[src/hw/rtl/gbfr_pkg.sv]
package gbfr_pkg;

    localparam int unsigned MaxPayloadWidth = 16;
    localparam int unsigned CfgIndexWidth   = 3;
    localparam int unsigned CfgDataWidth    = 16;

    localparam logic [15:0] MaxPayloadReset = 16'd1024;
    localparam logic [7:0]  IdleLimitReset  = 8'd50;
    localparam logic [7:0]  SyncFirstReset  = 8'hB5;
    localparam logic [7:0]  SyncSecondReset = 8'h62;
    localparam logic [7:0]  IdleByte        = 8'hFF;

    typedef enum logic [CfgIndexWidth-1:0] {
        REG_MAX_PAYLOAD = 3'd0,
        REG_IDLE_LIMIT  = 3'd1,
        REG_SYNC_FIRST  = 3'd2,
        REG_SYNC_SECOND = 3'd3
    } reg_index_t;

    typedef enum logic [2:0] {
        EV_NONE     = 3'd0,
        EV_PAYLOAD  = 3'd1,
        EV_GOOD     = 3'd2,
        EV_CKA_BAD  = 3'd3,
        EV_CKB_BAD  = 3'd4,
        EV_OVERFLOW = 3'd5
    } event_t;

    typedef enum logic [8:0] {
        ST_SYNC1   = 9'b000000001,
        ST_SYNC2   = 9'b000000010,
        ST_CLASS   = 9'b000000100,
        ST_ID      = 9'b000001000,
        ST_LEN1    = 9'b000010000,
        ST_LEN2    = 9'b000100000,
        ST_PAYLOAD = 9'b001000000,
        ST_CK1     = 9'b010000000,
        ST_CK2     = 9'b100000000
    } parse_state_t;

    typedef struct packed {
        logic [MaxPayloadWidth-1:0] max_payload;
        logic [7:0]                 idle_limit;
        logic [7:0]                 sync_first;
        logic [7:0]                 sync_second;
    } cfg_t;

    typedef struct packed {
        event_t      event_res;
        logic [7:0]  payload_byte;
        logic [15:0] byte_index;
        logic [7:0]  msg_class;
        logic [7:0]  msg_id;
        logic [15:0] frame_length;
        logic [7:0]  idle_count;
        logic        idle_timeout;
    } result_t;

    typedef struct packed {
        logic hunting;
    } core_status_t;

endpackage

[src/hw/rtl/gbfr_parser_core.sv]
module gbfr_parser_core (
    input  logic              aclk,
    input  logic              aresetn,
    input  logic              step,
    input  logic [7:0]        rx_byte,
    input  gbfr_pkg::cfg_t    cfg,
    output gbfr_pkg::result_t result,
    output gbfr_pkg::core_status_t status
);
    import gbfr_pkg::*;

    parse_state_t state_reg, state_next;
    logic [7:0]  sum_a_reg, sum_a_next;
    logic [7:0]  sum_b_reg, sum_b_next;
    logic [15:0] length_reg, length_next;
    logic [15:0] pos_reg, pos_next;
    logic [7:0]  class_reg, class_next;
    logic [7:0]  id_reg, id_next;
    logic [7:0]  ff_reg, ff_next;

    logic [7:0]  acc_a;
    logic [7:0]  acc_b;
    logic [15:0] pos_inc;
    logic        restart;
    event_t      ev;
    logic [7:0]  pbyte;
    logic [15:0] pidx;

    assign acc_a   = sum_a_reg + rx_byte;
    assign acc_b   = sum_b_reg + acc_a;
    assign pos_inc = pos_reg + 16'd1;

    always_comb begin
        state_next  = state_reg;
        sum_a_next  = sum_a_reg;
        sum_b_next  = sum_b_reg;
        length_next = length_reg;
        pos_next    = pos_reg;
        class_next  = class_reg;
        id_next     = id_reg;
        ff_next     = ff_reg;
        restart     = 1'b0;
        ev          = EV_NONE;
        pbyte       = 8'd0;
        pidx        = 16'd0;
        unique case (state_reg)
            ST_SYNC1: begin
                if (rx_byte == cfg.sync_first) begin
                    state_next = ST_SYNC2;
                    ff_next    = 8'd0;
                end else if (rx_byte == IdleByte && ff_reg != 8'hFF) begin
                    ff_next = ff_reg + 8'd1;
                end
            end
            ST_SYNC2: begin
                if (rx_byte == cfg.sync_second) begin
                    state_next = ST_CLASS;
                end else begin
                    restart = 1'b1;
                end
            end
            ST_CLASS: begin
                sum_a_next = acc_a;
                sum_b_next = acc_b;
                class_next = rx_byte;
                state_next = ST_ID;
            end
            ST_ID: begin
                sum_a_next = acc_a;
                sum_b_next = acc_b;
                id_next    = rx_byte;
                state_next = ST_LEN1;
            end
            ST_LEN1: begin
                sum_a_next  = acc_a;
                sum_b_next  = acc_b;
                length_next = {8'd0, rx_byte};
                state_next  = ST_LEN2;
            end
            ST_LEN2: begin
                sum_a_next  = acc_a;
                sum_b_next  = acc_b;
                length_next = {rx_byte, length_reg[7:0]};
                state_next  = ({rx_byte, length_reg[7:0]} != 16'd0) ? ST_PAYLOAD : ST_CK1;
            end
            ST_PAYLOAD: begin
                sum_a_next = acc_a;
                sum_b_next = acc_b;
                if (pos_reg >= 16'(cfg.max_payload)) begin
                    ev      = EV_OVERFLOW;
                    restart = 1'b1;
                end else begin
                    ev       = EV_PAYLOAD;
                    pbyte    = rx_byte;
                    pidx     = pos_reg;
                    pos_next = pos_inc;
                    if (pos_inc >= length_reg) begin
                        state_next = ST_CK1;
                    end
                end
            end
            ST_CK1: begin
                if (rx_byte != sum_a_reg) begin
                    ev      = EV_CKA_BAD;
                    restart = 1'b1;
                end else begin
                    state_next = ST_CK2;
                end
            end
            ST_CK2: begin
                ev      = (rx_byte == sum_b_reg) ? EV_GOOD : EV_CKB_BAD;
                restart = 1'b1;
            end
            default: begin
                restart = 1'b1;
            end
        endcase

        // frame length is reported before the restart clears it
        result.event_res    = ev;
        result.payload_byte = pbyte;
        result.byte_index   = pidx;
        result.msg_class    = class_next;
        result.msg_id       = id_next;
        result.frame_length = length_next;

        if (restart) begin
            state_next  = ST_SYNC1;
            sum_a_next  = 8'd0;
            sum_b_next  = 8'd0;
            length_next = 16'd0;
            pos_next    = 16'd0;
            ff_next     = 8'd0;
        end

        result.idle_count   = ff_next;
        result.idle_timeout = (ff_next >= cfg.idle_limit);
    end

    assign status.hunting = (state_reg == ST_SYNC1);

    always_ff @(posedge aclk) begin
        if (!aresetn) begin
            state_reg  <= ST_SYNC1;
            sum_a_reg  <= 8'd0;
            sum_b_reg  <= 8'd0;
            length_reg <= 16'd0;
            pos_reg    <= 16'd0;
            class_reg  <= 8'd0;
            id_reg     <= 8'd0;
            ff_reg     <= 8'd0;
        end else if (step) begin
            state_reg  <= state_next;
            sum_a_reg  <= sum_a_next;
            sum_b_reg  <= sum_b_next;
            length_reg <= length_next;
            pos_reg    <= pos_next;
            class_reg  <= class_next;
            id_reg     <= id_next;
            ff_reg     <= ff_next;
        end
    end

endmodule

[src/hw/rtl/gnss_binary_frame_receiver.sv]
// Binary GNSS frame receiver with a Fletcher-8 checksum.
// Input channel (s_valid/s_ready, s_rx_byte) takes one received byte per beat.
// Result channel (m_valid/m_ready, m_*) gives exactly one result beat per input
// beat: an event code (none, payload byte, frame good, ck_a bad, ck_b bad,
// overflow) with the payload byte and its index, the class, id and declared
// length of the current frame, and the idle 0xFF count with its timeout flag.
// The result of a byte sits in the output register in the cycle after the byte
// is accepted. Throughput is one byte per cycle while the receiver keeps taking
// results; the parser state update and the two checksum adds are combinational.
// If the receiver stalls, the output register holds its beat and s_ready
// stays high only as long as the register frees up in the same cycle, so the
// input is held off one-for-one with the stall.
// Configuration is written through cfg_we/cfg_index/cfg_wdata; the user must write
// only while the block is idle (not enforced); indexes: max_payload, idle_limit, sync_first, sync_second.
// Synchronous active-low reset puts the parser hunting the first sync byte,
// clears checksums, counters, class and id, empties the output register and
// loads the default configuration (1024, 50, 0xB5, 0x62).
module gnss_binary_frame_receiver (
    input  logic                                  aclk,
    input  logic                                  aresetn,
    input  logic                                  cfg_we,
    input  logic [gbfr_pkg::CfgIndexWidth-1:0]    cfg_index,
    input  logic [gbfr_pkg::CfgDataWidth-1:0]     cfg_wdata,
    input  logic                                  s_valid,
    output logic                                  s_ready,
    input  logic [7:0]                            s_rx_byte,
    output logic                                  m_valid,
    input  logic                                  m_ready,
    output logic [2:0]                            m_event_res,
    output logic [7:0]                            m_payload_byte,
    output logic [15:0]                           m_byte_index,
    output logic [7:0]                            m_msg_class,
    output logic [7:0]                            m_msg_id,
    output logic [15:0]                           m_frame_length,
    output logic [7:0]                            m_idle_count,
    output logic                                  m_idle_timeout
);
    import gbfr_pkg::*;

    cfg_t         cfg_reg;
    result_t      core_result;
    core_status_t core_status;
    result_t      out_reg;
    logic         m_valid_reg;
    logic         accept;

    assign s_ready = !m_valid_reg || m_ready;
    assign accept  = s_valid && s_ready;

    always_ff @(posedge aclk) begin
        if (!aresetn) begin
            cfg_reg.max_payload <= MaxPayloadReset;
            cfg_reg.idle_limit  <= IdleLimitReset;
            cfg_reg.sync_first  <= SyncFirstReset;
            cfg_reg.sync_second <= SyncSecondReset;
        end else if (cfg_we) begin
            unique case (cfg_index)
                REG_MAX_PAYLOAD: cfg_reg.max_payload <= cfg_wdata;
                REG_IDLE_LIMIT:  cfg_reg.idle_limit  <= cfg_wdata[7:0];
                REG_SYNC_FIRST:  cfg_reg.sync_first  <= cfg_wdata[7:0];
                REG_SYNC_SECOND: cfg_reg.sync_second <= cfg_wdata[7:0];
                default: ;
            endcase
        end
    end

    gbfr_parser_core u_core (
        .aclk    (aclk),
        .aresetn (aresetn),
        .step    (accept),
        .rx_byte (s_rx_byte),
        .cfg     (cfg_reg),
        .result  (core_result),
        .status  (core_status)
    );

    always_ff @(posedge aclk) begin
        if (!aresetn) begin
            m_valid_reg <= 1'b0;
        end else if (accept) begin
            m_valid_reg <= 1'b1;
        end else if (m_ready) begin
            m_valid_reg <= 1'b0;
        end
    end

    always_ff @(posedge aclk) begin
        if (accept) begin
            out_reg <= core_result;
        end
    end

    assign m_valid        = m_valid_reg;
    assign m_event_res    = out_reg.event_res;
    assign m_payload_byte = out_reg.payload_byte;
    assign m_byte_index   = out_reg.byte_index;
    assign m_msg_class    = out_reg.msg_class;
    assign m_msg_id       = out_reg.msg_id;
    assign m_frame_length = out_reg.frame_length;
    assign m_idle_count   = out_reg.idle_count;
    assign m_idle_timeout = out_reg.idle_timeout;

`ifndef NO_ASSERTIONS
    a_accept_gives_beat: assert property (@(posedge aclk) disable iff (!aresetn)
        accept |=> m_valid)
        else $error("accepted byte produced no result beat");

    a_non_payload_zeroed: assert property (@(posedge aclk) disable iff (!aresetn)
        (m_valid && m_event_res != EV_PAYLOAD)
        |-> (m_payload_byte == 8'd0 && m_byte_index == 16'd0))
        else $error("payload fields set on a non-payload event");

    a_frame_end_restarts: assert property (@(posedge aclk) disable iff (!aresetn)
        (accept && (core_result.event_res == EV_GOOD || core_result.event_res == EV_CKA_BAD ||
                    core_result.event_res == EV_CKB_BAD || core_result.event_res == EV_OVERFLOW))
        |=> core_status.hunting)
        else $error("parser not hunting after frame end");

    a_end_clears_idle: assert property (@(posedge aclk) disable iff (!aresetn)
        (m_valid && m_event_res != EV_NONE) |-> (m_idle_count == 8'd0))
        else $error("idle count nonzero during a frame");
`endif

endmodule
[config.mk]
export PLATFORM = sky130hd
export DESIGN_NAME = gnss_binary_frame_receiver
export DESIGN_NICKNAME = d
export VERILOG_FILES = /design/src/hw/rtl/gbfr_pkg.sv /design/src/hw/rtl/gbfr_parser_core.sv /design/src/hw/rtl/gnss_binary_frame_receiver.sv
export SDC_FILE = /design/constraint.sdc
export NUM_CORES = 1
export LEC_CHECK = 0
export BUFFER_PORTS_ARGS = -buffer_cell sky130_fd_sc_hd__buf_2
export CORE_MARGIN = 1
export CORE_UTILIZATION = 40
export DETAILED_ROUTE_END_ITERATION = 7
export HOLD_SLACK_MARGIN = 0.15
export PLACE_DENSITY = 0.59
export RECOVER_POWER = 100
export SYNTH_ARGS = -nofsm -noshare
export SYNTH_HDL_FRONTEND = slang
export SYNTH_SLANG_ARGS = --single-unit
[constraint.sdc]
create_clock -name aclk -period 10.5 [get_ports aclk]
set_input_delay 2.625 -clock aclk [delete_from_list [all_inputs] [get_ports aclk]]
set_output_delay 2.625 -clock aclk [all_outputs]
set_load 0.01 [all_outputs]
==> impl_summary.log <==
[metrics] Buf+Inv Stages, Crit Path: 4
[metrics] tightest hold margin: 0.455 ns
[metrics] post-CTS setup buffer count: 0
[metrics] CTS Root Buffer Type: sky130_fd_sc_hd__clkbuf_16
[metrics] Setup TNS: 0 ns
[metrics] Top-Level Pins: 102
[metrics] DR DRC count: 0
[metrics] Max Cap Violations: 3
[metrics] CP endpoint kind: flip-flop
[metrics] Synth Net Count: 1102
[metrics] post-synthesis instance area: 0.00950 mm^2
[metrics] total global routing overflow: 0
[metrics] htree depth: 4
[metrics] final antenna diode count: 0
[metrics] overall routed net length: between 20 and 25 mm
[metrics] Layout area overhead: 12.3%
[metrics] ys flop type: sky130_fd_sc_hd__dfxtp_1
[metrics] clock tree from TritonCTS: done
[metrics] fin. max-slew vios: 143
[metrics] TritonCTS sink count: 190
[metrics] maximum number of pins on one net before global-route repair: 85
[metrics] Initial Utilization: 40.6%
[metrics] share of post-route cells with drive strength above 1: 8.22%
[metrics] post-route cell area: roughly 0.011 mm^2
[metrics] placement row count: 56
[metrics] static leakage: 4.21 nW
[metrics] highest achievable clock rate: 0.132 GHz
[metrics] post-route antenna net violation count: 0
[metrics] clock latency reported for the late side of the worst-skew pair: ~0.44 ns
[metrics] area of the core: 0.0234 mm^2
[metrics] Horiz. Die Dim: about 160 um
[metrics] share of synthesized area occupied by flip-flops and latches: 47.2%
[metrics] CP cell instances: buf_2 > nand2b_1 > nand2_1 > clkbuf_1 > clkinvlp_2 > buf_4 > nand3b_1 > a21oi_1
[metrics] count of nets after finishing: around 1200
[metrics] sequential share of power: 51.7%
[metrics] setup slack of the worst register-to-register path: 4.91 ns
[metrics] crit path DAT: 7.76 ns
[metrics] commonest cells after routing, fill and taps aside: sky130_fd_sc_hd__nand2_1, sky130_fd_sc_hd__dfxtp_1, sky130_fd_sc_hd__a21oi_1, sky130_fd_sc_hd__clkbuf_1, sky130_fd_sc_hd__edfxtp_1
[metrics] switching power share of the total: 23.8%
[metrics] worst slack after detailed placement: 3.89 ns
[metrics] via total after detailed routing: around 7400
[metrics] transition time at the pin with the least slew margin: 3.47 ns
[metrics] first-iteration detailed-routing DRC count: 540
[metrics] failing checks: max-capacitance violations, max-slew violations
[metrics] largest stage delay on the critical path: 1.83 ns
[metrics] class of the most critical hold timing path: flip-flop to flip-flop
[metrics] critical-path maximum fanout: 84
[metrics] clock network fraction of total power: 41.9%
[metrics] CTS buffer count: 17
[metrics] global placer's final weighted congestion: 0.834
[metrics] Total GRT Usage: between 15 and 20%
[metrics] portion of total power attributed to combinational logic: 6.3%
[metrics] multi-input logic area: 0.00458 mm^2
[metrics] Buffers on Ports: 101
[metrics] final setup vio count: 0
[metrics] post-synthesis sequential element count: 190
[metrics] clock tree buffer depth: 2
[metrics] total of warnings raised by yosys: 0
[metrics] proportion of synthesized flip-flops having asynchronous set or reset: 0%
[metrics] via density per instance: 5.25
[metrics] quantity of hold-fixing buffers added after cts: 0
[metrics] number of detailed-route iterations in the first pass: 5
[metrics] fillers: 2338
[metrics] Clock Skew: roughly 0.013 ns
[metrics] slew margin rel.: -131%
[metrics] WS Path Type: input pin to flip-flop
[metrics] final critical-path share of the clock period: 72.4%
[metrics] area of the die: 0.0244 mm^2
[metrics] post-CTS resize count: 0
[metrics] total net switching power: 0.363 mW
[metrics] Pwr per Cell Area: 143 mW/mm^2
[metrics] Syn Inst Count: 1012
[metrics] most common library cell in the layout ignoring fill and taps: sky130_fd_sc_hd__nand2_1
[metrics] internal power component: 1.16 mW
[metrics] minimum period implied by the final worst setup slack: approximately 7.6 ns
[metrics] outcome: finished, violations left
[metrics] count of different cell masters after synthesis: 60
[metrics] peak supply drop: around 0.089 mV
[metrics] detailed-route wire length per cell: ~17 um
[metrics] unrepaired setup endpoints after global routing: no
[metrics] die outline height: between 150 and 200 um
[metrics] number of global-route vias before repair: 6796
[metrics] placement-stage cell area: roughly 0.010 mm^2
[metrics] Post-DP HPWL: 16.3 mm
[metrics] worst setup margin: 2.90 ns
[metrics] CP startpoint kind: input pin
[metrics] final cell utilization of the core: 45.6%
[metrics] number of hold violations in the final report: 0
[metrics] kind of cell adding the most delay to the critical path: buffers and inverters
[metrics] initial antenna violation count: 0
[metrics] average cell area after synthesis: around 9.4 um^2
[metrics] count of flip-flops with a built-in enable after synthesis: 68
[metrics] first-pass GRT wire length: 37.2 mm
[metrics] max reg flops: 40
[metrics] CP max stage cell: sky130_fd_sc_hd__clkinvlp_2
[metrics] required time reported for the critical path endpoint: 10.66 ns
[metrics] clock slew at reported path FFs: about 0.07 ns
[metrics] Reg area: 0.00448 mm^2
## Yosys cell counts (8+ instances only)
library cell	number	share of area, %
sky130_fd_sc_hd__a21o_1	24	1.9
sky130_fd_sc_hd__and3_1	30	2.0
sky130_fd_sc_hd__o21ai_0	21	1.1
sky130_fd_sc_hd__clkbuf_1	42	1.7
sky130_fd_sc_hd__a21oi_1	87	4.6
sky130_fd_sc_hd__a22o_1	24	2.2
sky130_fd_sc_hd__nand3_1	39	2.1
sky130_fd_sc_hd__xor2_1	22	2.0
sky130_fd_sc_hd__nand2_1	171	6.8
sky130_fd_sc_hd__nand4_1	19	1.3
sky130_fd_sc_hd__ha_1	56	7.4
sky130_fd_sc_hd__mux2_2	24	2.8
sky130_fd_sc_hd__inv_1	51	2.0
sky130_fd_sc_hd__edfxtp_1	68	21
sky130_fd_sc_hd__nand2b_1	8	0.53
sky130_fd_sc_hd__nor3_1	18	0.95
sky130_fd_sc_hd__or2_2	8	0.53
sky130_fd_sc_hd__dfxtp_1	122	26
sky130_fd_sc_hd__nor2_1	46	1.8
sky130_fd_sc_hd__xnor2_1	32	2.9
sky130_fd_sc_hd__o2bb2ai_1	8	0.74
sky130_fd_sc_hd__or3_1	8	0.53
## metal layers
| metal | routed length (um) | vias up | GRT usage, % | share of wire (%) |
|---|---|---|---|---|
| li1 | - | 3695 | - | - |
| met3 | 1020 | 24 | 2.83 | 4.3 |
| met4 | 305 | 0 | 5.74 | 1.3 |
| met1 | 11700 | 3531 | 28.3 | 49 |
| met5 | 0 | - | 0 | 0 |
| met2 | 10600 | 178 | 31.1 | 45 |
## area by class of cell
type / count / area share [%]
multi-input combinational: 715 / 42.9
sequential: 190 / 42.0
clock buffer: 22 / 4.47
timing repair buffer: 106 / 4.04
tap: 319 / 3.74
inverter: 52 / 1.84
clock inverter: 10 / 0.961
## power groups by stage
| stage | logic [mW] | registers (mW) | clock network (mW) |
|---|---|---|---|
| 2_1_floorplan | 0.0536 | 0.813 | 0 |
| 3_3_place_gp | 0.101 | 0.805 | 0 |
| 3_5_place_dp | 0.102 | 0.805 | 0 |
| 4_1_cts | 0.102 | 0.789 | 0.650 |
| 5_1_grt | 0.108 | 0.791 | 0.680 |
| 6_report | 0.0968 | 0.789 | 0.639 |
## worst register-to-register path: cells and delay by family (launching register included)
family | cells | cell delay [ns]
flip-flops | 1 | 0.34
AO/OA/AOI/OAI | 1 | 0.08
buffers and inverters | 3 | 4.47
AND/OR/NAND/NOR | 3 | 0.41
## cell families after synthesis
kind of cell	Yosys count	share of synthesized area, %
mux	24	2.84
flops	190	47.2
fa+ha+maj	58	7.80
xor+xnor	54	4.98
simple gates	381	19.3
compound gates	198	13.3
buf+inv	107	4.60
## path summary, 6_finish.rpt
kind	from	end	cells past startpoint
hold reg to reg	cfg_reg[31]	cfg_reg[31]	2
setup / recovery	m_ready	u_core.ff_reg[1]	8
setup reg to reg	m_valid	u_core.ff_reg[1]	7
hold / removal	cfg_reg[31]	cfg_reg[31]	2
## through the flow
step           total power [mW]  std cells
2_1_floorplan             0.867       1012
3_3_place_gp              0.906       1382
3_5_place_dp              0.907       1382
4_1_cts                    1.54       1414
5_1_grt                    1.58       1414
6_report                   1.53       1414
Power figures use the tool's default switching activity.
